<file path="config.mk">
export PLATFORM = sky130hd
export DESIGN_NAME = air_sensor_frame_decoder
export DESIGN_NICKNAME = d
export VERILOG_FILES = /design/src/asfd_pkg.sv /design/src/asfd_capture.sv /design/src/asfd_convert.sv /design/src/asfd_result.sv /design/src/air_sensor_frame_decoder.sv
export SDC_FILE = /design/constraint.sdc
export NUM_CORES = 2
export LEC_CHECK = 0
export BUFFER_PORTS_ARGS = -buffer_cell sky130_fd_sc_hd__buf_2
export CORE_MARGIN = 5
export CORE_UTILIZATION = 46
export DETAILED_ROUTE_END_ITERATION = 8
export GPL_ROUTABILITY_DRIVEN = 0
export REMOVE_ABC_BUFFERS = 1
export SYNTH_ARGS = -nofsm -noshare
export SYNTH_HDL_FRONTEND = slang
export SYNTH_SLANG_ARGS = --single-unit
</file>
<file path="constraint.sdc">
create_clock -name i_clk -period 22.5 [get_ports i_clk]
set_input_delay 0 -clock i_clk [delete_from_list [all_inputs] [get_ports i_clk]]
set_output_delay 0 -clock i_clk [all_outputs]
set_load 0.05 [all_outputs]
</file>
<file path="src/asfd_pkg.sv">
// ---------------------------------------------------------------------------
// asfd_pkg
// Shared types and constants for the air sensor frame decoder.
// ---------------------------------------------------------------------------
package asfd_pkg;

    localparam int unsigned BYTE_W  = 8;
    localparam int unsigned IDX_W   = 5;
    localparam int unsigned RAW_W   = 16;
    localparam int unsigned PM_W    = 16;
    localparam int unsigned TVOC_W  = 17;
    localparam int unsigned TEMP_W  = 14;
    localparam int unsigned HUMID_W = 13;
    localparam int unsigned CFG_IDX_W  = 3;
    localparam int unsigned CFG_DATA_W = 17;
    localparam int unsigned OUT_DATA_W = 80;

    // frame layout
    localparam logic [BYTE_W-1:0] HDR_A = 8'h16;
    localparam logic [BYTE_W-1:0] HDR_B = 8'h13;
    localparam logic [IDX_W-1:0] IDX_HDR0     = 5'd0;
    localparam logic [IDX_W-1:0] IDX_HDR1     = 5'd1;
    localparam logic [IDX_W-1:0] IDX_HDR2     = 5'd2;
    localparam logic [IDX_W-1:0] IDX_TVOC_HI  = 5'd3;
    localparam logic [IDX_W-1:0] IDX_TVOC_LO  = 5'd4;
    localparam logic [IDX_W-1:0] IDX_PM25_HI  = 5'd9;
    localparam logic [IDX_W-1:0] IDX_PM25_LO  = 5'd10;
    localparam logic [IDX_W-1:0] IDX_PM10_HI  = 5'd11;
    localparam logic [IDX_W-1:0] IDX_PM10_LO  = 5'd12;
    localparam logic [IDX_W-1:0] IDX_TEMP_HI  = 5'd13;
    localparam logic [IDX_W-1:0] IDX_TEMP_LO  = 5'd14;
    localparam logic [IDX_W-1:0] IDX_HUMID_HI = 5'd15;
    localparam logic [IDX_W-1:0] IDX_HUMID_LO = 5'd16;
    localparam logic [IDX_W-1:0] IDX_LAST     = 5'd21;

    // conversion constants
    localparam logic [RAW_W-1:0] TEMP_OFFSET = 16'd500;
    // floor(x / 100) = (x * TVOC_RECIP) >> 30, exact for x < 2^30 / 76
    localparam logic [23:0] TVOC_RECIP = 24'd10737419;
    // floor(x / 10) = (x * DIV10_RECIP) >> 19, exact for x < 2^18
    localparam logic [16:0] DIV10_RECIP = 17'd52429;

    // limit reset values
    localparam logic [PM_W-1:0]    PM25_LIMIT_RST  = 16'd999;
    localparam logic [PM_W-1:0]    PM10_LIMIT_RST  = 16'd999;
    localparam logic [TVOC_W-1:0]  TVOC_LIMIT_RST  = 17'd9999;
    localparam logic [HUMID_W-1:0] HUMID_LIMIT_RST = 13'd100;
    localparam logic signed [TEMP_W-1:0] TEMP_UPPER_RST = 14'sd60;
    localparam logic signed [TEMP_W-1:0] TEMP_LOWER_RST = -14'sd20;

    typedef enum logic [1:0] {
        ST_GOOD = 2'd0,
        ST_HDR  = 2'd1,
        ST_SUM  = 2'd2
    } t_status;

    typedef enum logic [CFG_IDX_W-1:0] {
        REG_PM25_LIMIT  = 3'd0,
        REG_PM10_LIMIT  = 3'd1,
        REG_TVOC_LIMIT  = 3'd2,
        REG_HUMID_LIMIT = 3'd3,
        REG_TEMP_UPPER  = 3'd4,
        REG_TEMP_LOWER  = 3'd5
    } t_reg_idx;

    typedef struct packed {
        logic [RAW_W-1:0] tvoc;
        logic [RAW_W-1:0] pm25;
        logic [RAW_W-1:0] pm10;
        logic [RAW_W-1:0] temp;
        logic [RAW_W-1:0] humid;
    } t_raw;

    typedef struct packed {
        logic    done;
        t_status status;
    } t_frame_evt;

endpackage

</file>
<file path="src/asfd_capture.sv">
// ---------------------------------------------------------------------------
// asfd_capture
// Frame tracking, running checksum, header check and raw field capture.
// ---------------------------------------------------------------------------
module asfd_capture (
    input  logic                          i_clk,
    input  logic                          i_rst_n,
    input  logic                          i_accept,
    input  logic [asfd_pkg::BYTE_W-1:0]   i_rx_byte,
    input  logic                          i_frame_start,
    output asfd_pkg::t_raw                o_raw,
    output asfd_pkg::t_frame_evt          o_evt,
    output logic                          o_last_next
);
    import asfd_pkg::*;

    logic [IDX_W-1:0]  r_idx, n_idx;
    logic              r_in_frame, n_in_frame;
    logic [BYTE_W-1:0] r_sum, n_sum;
    logic              r_hdr_good, n_hdr_good;
    t_raw              r_raw;

    logic [IDX_W-1:0]  idx_cur;
    logic [BYTE_W-1:0] sum_base;
    logic              hdr_base;
    logic              active;

    always_comb begin
        active   = i_accept && (i_frame_start || r_in_frame);
        idx_cur  = i_frame_start ? IDX_HDR0 : r_idx;
        sum_base = i_frame_start ? '0 : r_sum;
        hdr_base = i_frame_start ? 1'b1 : r_hdr_good;

        n_idx      = r_idx;
        n_in_frame = r_in_frame;
        n_sum      = r_sum;
        n_hdr_good = r_hdr_good;
        o_evt.done   = 1'b0;
        o_evt.status = ST_GOOD;

        if (active) begin
            n_sum      = sum_base + i_rx_byte;
            n_hdr_good = hdr_base;
            case (idx_cur)
                IDX_HDR0, IDX_HDR2: n_hdr_good = hdr_base && (i_rx_byte == HDR_A);
                IDX_HDR1:           n_hdr_good = hdr_base && (i_rx_byte == HDR_B);
                default:            n_hdr_good = hdr_base;
            endcase
            if (idx_cur == IDX_LAST) begin
                n_idx      = '0;
                n_in_frame = 1'b0;
                o_evt.done = 1'b1;
                if (!n_hdr_good) begin
                    o_evt.status = ST_HDR;
                end else if (n_sum != '0) begin
                    o_evt.status = ST_SUM;
                end
            end else begin
                n_idx      = idx_cur + 1'b1;
                n_in_frame = 1'b1;
            end
        end
    end

    always_ff @(posedge i_clk) begin
        if (!i_rst_n) begin
            r_idx      <= '0;
            r_in_frame <= 1'b0;
            r_sum      <= '0;
            r_hdr_good <= 1'b1;
        end else begin
            r_idx      <= n_idx;
            r_in_frame <= n_in_frame;
            r_sum      <= n_sum;
            r_hdr_good <= n_hdr_good;
        end
    end

    // big-endian fields, high byte first
    always_ff @(posedge i_clk) begin
        if (active) begin
            case (idx_cur)
                IDX_TVOC_HI:  r_raw.tvoc[15:8]  <= i_rx_byte;
                IDX_TVOC_LO:  r_raw.tvoc[7:0]   <= i_rx_byte;
                IDX_PM25_HI:  r_raw.pm25[15:8]  <= i_rx_byte;
                IDX_PM25_LO:  r_raw.pm25[7:0]   <= i_rx_byte;
                IDX_PM10_HI:  r_raw.pm10[15:8]  <= i_rx_byte;
                IDX_PM10_LO:  r_raw.pm10[7:0]   <= i_rx_byte;
                IDX_TEMP_HI:  r_raw.temp[15:8]  <= i_rx_byte;
                IDX_TEMP_LO:  r_raw.temp[7:0]   <= i_rx_byte;
                IDX_HUMID_HI: r_raw.humid[15:8] <= i_rx_byte;
                IDX_HUMID_LO: r_raw.humid[7:0]  <= i_rx_byte;
                default: ;
            endcase
        end
    end

    assign o_raw       = r_raw;
    assign o_last_next = r_in_frame && (r_idx == IDX_LAST);

endmodule

</file>
<file path="src/asfd_convert.sv">
// ---------------------------------------------------------------------------
// asfd_convert
// Two-stage unit scaling of the captured TVOC and temperature; humidity is scaled straight off its raw register.
// ---------------------------------------------------------------------------
module asfd_convert (
    input  logic                                 i_clk,
    input  asfd_pkg::t_raw                       i_raw,
    output logic        [asfd_pkg::TVOC_W-1:0]   o_tvoc,
    output logic signed [asfd_pkg::TEMP_W-1:0]   o_temp,
    output logic        [asfd_pkg::HUMID_W-1:0]  o_humid
);
    import asfd_pkg::*;

    // Free running on the raw registers. Fields settle at byte 16 at the
    // latest, five bytes before the frame ends, so two stages are in time.
    logic [23:0]      r_tvoc_x;
    logic             r_temp_neg;
    logic [RAW_W-1:0] r_temp_mag;

    logic [47:0]        tvoc_prod;
    logic [32:0]        temp_prod;
    logic [32:0]        humid_prod;
    logic [HUMID_W-1:0] temp_q;

    always_ff @(posedge i_clk) begin
        // raw * 136 = raw * 128 + raw * 8
        r_tvoc_x   <= {1'b0, i_raw.tvoc, 7'd0} + {5'd0, i_raw.tvoc, 3'd0};
        r_temp_neg <= (i_raw.temp < TEMP_OFFSET);
        r_temp_mag <= (i_raw.temp < TEMP_OFFSET) ? (TEMP_OFFSET - i_raw.temp)
                                                 : (i_raw.temp - TEMP_OFFSET);
    end

    always_comb begin
        tvoc_prod  = {24'd0, r_tvoc_x} * {24'd0, TVOC_RECIP};
        temp_prod  = {17'd0, r_temp_mag} * {16'd0, DIV10_RECIP};
        humid_prod = {17'd0, i_raw.humid} * {16'd0, DIV10_RECIP};
        temp_q     = temp_prod[31:19];
    end

    // quotient magnitude is truncated, so negation gives rounding toward zero
    always_ff @(posedge i_clk) begin
        o_tvoc  <= tvoc_prod[46:30];
        o_temp  <= r_temp_neg ? -$signed({1'b0, temp_q}) : $signed({1'b0, temp_q});
        o_humid <= humid_prod[31:19];
    end

endmodule

</file>
<file path="src/asfd_result.sv">
// ---------------------------------------------------------------------------
// asfd_result
// Limit registers, clamping, last-good store and the output register.
// ---------------------------------------------------------------------------
module asfd_result (
    input  logic                                  i_clk,
    input  logic                                  i_rst_n,
    input  logic                                  i_cfg_valid,
    input  logic [asfd_pkg::CFG_IDX_W-1:0]        i_cfg_index,
    input  logic [asfd_pkg::CFG_DATA_W-1:0]       i_cfg_data,
    input  asfd_pkg::t_frame_evt                  i_evt,
    input  logic        [asfd_pkg::PM_W-1:0]      i_pm25,
    input  logic        [asfd_pkg::PM_W-1:0]      i_pm10,
    input  logic        [asfd_pkg::TVOC_W-1:0]    i_tvoc,
    input  logic signed [asfd_pkg::TEMP_W-1:0]    i_temp,
    input  logic        [asfd_pkg::HUMID_W-1:0]   i_humid,
    input  logic                                  i_m_tready,
    output logic                                  o_m_tvalid,
    output logic [1:0]                            o_m_tuser,
    output logic [asfd_pkg::OUT_DATA_W-1:0]       o_m_tdata
);
    import asfd_pkg::*;

    logic        [PM_W-1:0]    r_pm25_lim, r_pm10_lim;
    logic        [TVOC_W-1:0]  r_tvoc_lim;
    logic        [HUMID_W-1:0] r_humid_lim;
    logic signed [TEMP_W-1:0]  r_temp_up, r_temp_lo;

    logic        [PM_W-1:0]    r_last_pm25, r_last_pm10, n_last_pm25, n_last_pm10;
    logic        [TVOC_W-1:0]  r_last_tvoc, n_last_tvoc;
    logic signed [TEMP_W-1:0]  r_last_temp, n_last_temp;
    logic        [HUMID_W-1:0] r_last_humid, n_last_humid;
    logic                      r_valid, n_valid;
    t_status                   r_status;

    logic        [PM_W-1:0]    sel_pm25, sel_pm10;
    logic        [TVOC_W-1:0]  sel_tvoc;
    logic signed [TEMP_W-1:0]  sel_temp, temp_hi;
    logic        [HUMID_W-1:0] sel_humid;
    logic                      good;

    always_ff @(posedge i_clk) begin
        if (!i_rst_n) begin
            r_pm25_lim  <= PM25_LIMIT_RST;
            r_pm10_lim  <= PM10_LIMIT_RST;
            r_tvoc_lim  <= TVOC_LIMIT_RST;
            r_humid_lim <= HUMID_LIMIT_RST;
            r_temp_up   <= TEMP_UPPER_RST;
            r_temp_lo   <= TEMP_LOWER_RST;
        end else if (i_cfg_valid) begin
            case (i_cfg_index)
                REG_PM25_LIMIT:  r_pm25_lim  <= i_cfg_data[PM_W-1:0];
                REG_PM10_LIMIT:  r_pm10_lim  <= i_cfg_data[PM_W-1:0];
                REG_TVOC_LIMIT:  r_tvoc_lim  <= i_cfg_data[TVOC_W-1:0];
                REG_HUMID_LIMIT: r_humid_lim <= i_cfg_data[HUMID_W-1:0];
                REG_TEMP_UPPER:  r_temp_up   <= $signed(i_cfg_data[TEMP_W-1:0]);
                REG_TEMP_LOWER:  r_temp_lo   <= $signed(i_cfg_data[TEMP_W-1:0]);
                default: ;
            endcase
        end
    end

    // a bad frame re-clamps the stored values against the current limits
    always_comb begin
        good      = (i_evt.status == ST_GOOD);
        sel_pm25  = good ? i_pm25  : r_last_pm25;
        sel_pm10  = good ? i_pm10  : r_last_pm10;
        sel_tvoc  = good ? i_tvoc  : r_last_tvoc;
        sel_temp  = good ? i_temp  : r_last_temp;
        sel_humid = good ? i_humid : r_last_humid;

        temp_hi = (sel_temp > r_temp_up) ? r_temp_up : sel_temp;

        n_last_pm25  = r_last_pm25;
        n_last_pm10  = r_last_pm10;
        n_last_tvoc  = r_last_tvoc;
        n_last_temp  = r_last_temp;
        n_last_humid = r_last_humid;
        n_valid      = r_valid && !i_m_tready;

        if (i_evt.done) begin
            n_last_pm25  = (sel_pm25  > r_pm25_lim)  ? r_pm25_lim  : sel_pm25;
            n_last_pm10  = (sel_pm10  > r_pm10_lim)  ? r_pm10_lim  : sel_pm10;
            n_last_tvoc  = (sel_tvoc  > r_tvoc_lim)  ? r_tvoc_lim  : sel_tvoc;
            n_last_humid = (sel_humid > r_humid_lim) ? r_humid_lim : sel_humid;
            // lower limit applied last, so it wins when the limits cross
            n_last_temp  = (temp_hi < r_temp_lo) ? r_temp_lo : temp_hi;
            n_valid      = 1'b1;
        end
    end

    always_ff @(posedge i_clk) begin
        if (!i_rst_n) begin
            r_last_pm25  <= '0;
            r_last_pm10  <= '0;
            r_last_tvoc  <= '0;
            r_last_temp  <= '0;
            r_last_humid <= '0;
            r_valid      <= 1'b0;
            r_status     <= ST_GOOD;
        end else begin
            r_last_pm25  <= n_last_pm25;
            r_last_pm10  <= n_last_pm10;
            r_last_tvoc  <= n_last_tvoc;
            r_last_temp  <= n_last_temp;
            r_last_humid <= n_last_humid;
            r_valid      <= n_valid;
            if (i_evt.done) begin
                r_status <= i_evt.status;
            end
        end
    end

    // the last-good store doubles as the output data register
    assign o_m_tvalid = r_valid;
    assign o_m_tuser  = r_status;
    assign o_m_tdata  = {4'd0, r_last_humid, r_last_temp, r_last_tvoc,
                         r_last_pm10, r_last_pm25};

endmodule

</file>
<file path="src/air_sensor_frame_decoder.sv">
// ---------------------------------------------------------------------------
// air_sensor_frame_decoder
// Decodes 22-byte air-quality sensor replies into clamped readings.
// ---------------------------------------------------------------------------
// One reply byte is taken per clock. A byte with tuser set opens a frame; bytes
// outside a frame are dropped. On the 22nd byte the result (status in tuser,
// readings in tdata) appears on the master side in the next cycle and stays
// until taken. The slave side only stalls when the next byte would close a
// frame while the previous result is still waiting, so with a ready sink the
// rate is one byte per cycle. Scaling runs in a two-stage unit off the captured
// fields, which settle five bytes before the frame ends. Limits must be written
// through the cfg port while no frame is in progress; nothing enforces this.
module air_sensor_frame_decoder (
    input  logic                                i_clk,
    input  logic                                i_rst_n,
    // cfg port
    input  logic                                i_cfg_valid,
    output logic                                o_cfg_ready,
    input  logic [asfd_pkg::CFG_IDX_W-1:0]      i_cfg_index,
    input  logic [asfd_pkg::CFG_DATA_W-1:0]     i_cfg_data,
    // byte stream in
    input  logic                                s_axis_tvalid,
    output logic                                s_axis_tready,
    input  logic [7:0]                          s_axis_tdata,  // [7:0] rx_byte
    input  logic                                s_axis_tuser,  // [0] frame_start
    // result stream out
    output logic                                m_axis_tvalid,
    input  logic                                m_axis_tready,
    // [15:0] pm25, [31:16] pm10, [48:32] tvoc, [62:49] temperature,
    // [75:63] humidity, [79:76] zero
    output logic [asfd_pkg::OUT_DATA_W-1:0]     m_axis_tdata,
    output logic [1:0]                          m_axis_tuser   // [1:0] status
);
    import asfd_pkg::*;

    t_raw               raw;
    t_frame_evt         evt;
    logic               last_next;
    logic               accept;
    logic [TVOC_W-1:0]  tvoc_conv;
    logic signed [TEMP_W-1:0] temp_conv;
    logic [HUMID_W-1:0] humid_conv;

    assign o_cfg_ready   = 1'b1;
    assign s_axis_tready = !last_next || !m_axis_tvalid || m_axis_tready;
    assign accept        = s_axis_tvalid && s_axis_tready;

    asfd_capture u_capture (
        .i_clk         (i_clk),
        .i_rst_n       (i_rst_n),
        .i_accept      (accept),
        .i_rx_byte     (s_axis_tdata),
        .i_frame_start (s_axis_tuser),
        .o_raw         (raw),
        .o_evt         (evt),
        .o_last_next   (last_next)
    );

    asfd_convert u_convert (
        .i_clk   (i_clk),
        .i_raw   (raw),
        .o_tvoc  (tvoc_conv),
        .o_temp  (temp_conv),
        .o_humid (humid_conv)
    );

    asfd_result u_result (
        .i_clk       (i_clk),
        .i_rst_n     (i_rst_n),
        .i_cfg_valid (i_cfg_valid),
        .i_cfg_index (i_cfg_index),
        .i_cfg_data  (i_cfg_data),
        .i_evt       (evt),
        .i_pm25      (raw.pm25),
        .i_pm10      (raw.pm10),
        .i_tvoc      (tvoc_conv),
        .i_temp      (temp_conv),
        .i_humid     (humid_conv),
        .i_m_tready  (m_axis_tready),
        .o_m_tvalid  (m_axis_tvalid),
        .o_m_tuser   (m_axis_tuser),
        .o_m_tdata   (m_axis_tdata)
    );

endmodule

</file>
==> metrics.txt <==
FMAX=132.4 MHz; sequential-to-total area share from yosys stat=0.2268; H-tree Lvls=2; Final setup violation count=0; peak supply drop=0.00004534 V; Crit Path Category=flip-flop to flip-flop; number of buffers and inverters on the critical path=2; # DRC=0; TritonCTS Buffers=39; core region area=73,210 um2; vias in the first global route=25.49k; EDFF count, synth=80; Worst setup SP type=flip-flop; CTS Hold Buffers Added=35; post-synthesis async set-or-reset flop share=0; total track usage=0.2249; Final WS setup=14,950 ps; post-CTS setup buffer count=0; final total negative setup slack=0 ps; first-pass GRT wire length=141,500 um; PwrDens=37.84 nW/um2; initial antenna violation count=2; vias per cell=5.291; post_cts resized=0; routed wire length=87,600 um; Final Power=1.408 mW; Setup Skew=31.07 ps; cell count along the critical path=28; endpoint class of the critical path=flip-flop; synth top area cells=ha_1 23%, fa_1 21%, dfxtp_1 16%; met3 Use GR=0.02286; syn avg cell area=9.608 um2; min cycle time layout=7554 ps; period utilization=0.3358; routed via count=24.55k; die area=79,610 um2; Fin Hold WS=59.69 ps; Synth cell types=84; final hold vios=0; placed wire-length estimate=70,260 um; DIE HEIGHT=282.2 um; largest net degree at the start of global routing=96; Util after Layout=0.5081; status=complete, no violations; CTS tree=done; Layout area overhead=9.181%; Die Span X=282.2 um; Slew Limit Headroom=0.2443; Post-Synthesis Cells=3,546; CTS sink cnt=346; clock tree buffer depth=3; RSZ-0062 raised after global routing=false; most common cell after layout, fill and taps aside=inv_1; slowest stage delay, CP=910 ps; WL per Instance=18.88 um; max-cap violations=0; crit-path max FO=29; pre-CTS WS=14,970 ps; Reg2Reg Setup Slack=14,950 ps; Pleak=18.31 nW; Reg2Reg Depth=28; CP delay by family, top=compound AO/OA/AOI/OAI gates; Primary FF master, synth=dfxtp_1; critical path arrival=7960 ps; Core Rows=99; Congestion Overflow GR=0; CP Launch Point=u_capture.r_sum[0]; most frequent cells in the layout=655 x inv_1, 632 x ha_1, 386 x nand2_1; Yosys reg bits=346; max-slew violation count=0; Initial Util=0.4654; CTS root buffer=clkbuf_16; mapped cell area=34,070 um2; synth warn=0; Reg clk slew, reported paths=60 ps; Critical R2R Capture=u_result.r_last_temp[9]; Ports=119; top cell type's share of synthesized area=0.2321; Detail Route Antenna Nets=0; worst skew pair latency=580 ps; worst r2r src=u_capture.r_sum[0]; met1 Usage GRT=0.3117; Worst EP required=22,910 ps; Port Buffers=113; nets=4,669; M2 GR Usage=0.3809; Worst Setup EP=u_result.r_last_temp[9]; Hold WC Path Type=primary input to flip-flop; measured slew at the worst slew-check pin=1134 ps; first-pass iteration count of the detailed router=5; gr busiest metal=met2; layout cell share with drive strength beyond 1=0.06904; post-synth top area cell=ha_1; Slowest cell on crit path=o221ai_2; DR iter-0 viols=1,406
-- worst min-delay path, stage by stage --
cell,delay (ps)
buf_2,230
o32ai_1,240
o211ai_1,100
-- flip-flops by register name, summed over array words and instances (netlist names) --
register / count
u_convert.r_tvoc_x: 21
u_capture.r_hdr_good: 1
u_result.r_tvoc_lim: 17
u_capture.r_sum: 8
u_result.o_m_tvalid: 1
u_result.r_humid_lim: 13
u_result.r_temp_up: 14
u_result.r_last_humid: 13
u_convert.r_temp_mag: 16
u_result.r_last_pm10: 16
u_result.r_temp_lo: 14
u_capture.o_raw: 80
u_result.r_pm10_lim: 16
u_convert.o_tvoc: 17
u_convert.o_temp: 14
u_convert.o_humid: 13
u_result.r_pm25_lim: 16
u_result.r_last_tvoc: 17
u_capture.r_idx: 5
u_result.r_last_pm25: 16
u_capture.r_in_frame: 1
u_result.o_m_tuser: 2
u_convert.r_temp_neg: 1
u_result.r_last_temp: 14
-- synth_stat cells (43+ instances only) --
cell      instances
edfxtp_1         80
clkbuf_1         75
dfxtp_1         266
o21ai_0         102
o211ai_1         73
a21o_1           45
ha_1            632
inv_1           656
xnor2_1          67
nand4_1          43
a21oi_1         183
nand3_1          87
nor2_1           97
nand2_1         387
fa_1            355
-- layer usage --
| metal | share of wire | up-vias |
|---|---|---|
| met1 | 0.46 | 11940 |
| li1 | - | 12010 |
| met5 | 0 | - |
| met4 | 0.028 | 0 |
| met2 | 0.47 | 485 |
| met3 | 0.040 | 116 |
-- kinds of logic (layout without fill, tap and decap cells) --
logic type,after synthesis,count (layout),share of synthesized area
adders and majority gates,987,987,0.4407
buffers and inverters,762,892,0.08590
and+or+nand+nor,742,742,0.09861
AOI/OAI and AO/OA,557,557,0.1067
DFF,346,346,0.2268
xor gates and xnor gates,97,97,0.02494
muxes,53,53,0.01616
other,2,7,0.0002204
-- power by group --
group	internal [mW]	total, mW	switching [mW]
clock network	0.369	0.651	0.282
registers	0.643	0.650	0.00626
logic	0.0394	0.107	0.0677
-- area by class of cell --
class / count / area, um2
Inverter: 657 / 2466
Clock buffer: 51 / 1082
Timing Repair Buffer: 163 / 1035
Sequential cell: 346 / 7727
Fill cell: 6826 / 36010
Multi-Input combinational cell: 2441 / 23470
Antenna cell: 2 / 5.005
Tap cell: 959 / 1200
Clock inverter: 21 / 217.7
-- through the flow --
stage	cells	instance area, um2
after floorplan	3444	33620
after global placement	4531	35540
after detailed placement	4531	35540
after CTS	4638	37190
after global routing	4638	37190
final	4640	37200
-- worst min path at each step --
stage / from / end / slack [ps] / depth (start not counted)
after floorplan: i_rst_n / u_result.r_pm10_lim[0] / 70 / 1
after global placement: i_cfg_data[16] / u_result.r_tvoc_lim[16] / 270 / 3
after detailed placement: s_axis_tvalid / u_capture.r_in_frame / 270 / 2
after CTS: s_axis_tuser / u_capture.r_hdr_good / 20 / 3
after global routing: s_axis_tuser / u_capture.r_hdr_good / 70 / 3
final: s_axis_tuser / u_capture.r_hdr_good / 60 / 3
No activity file was read; power rests on OpenSTA's default activity.
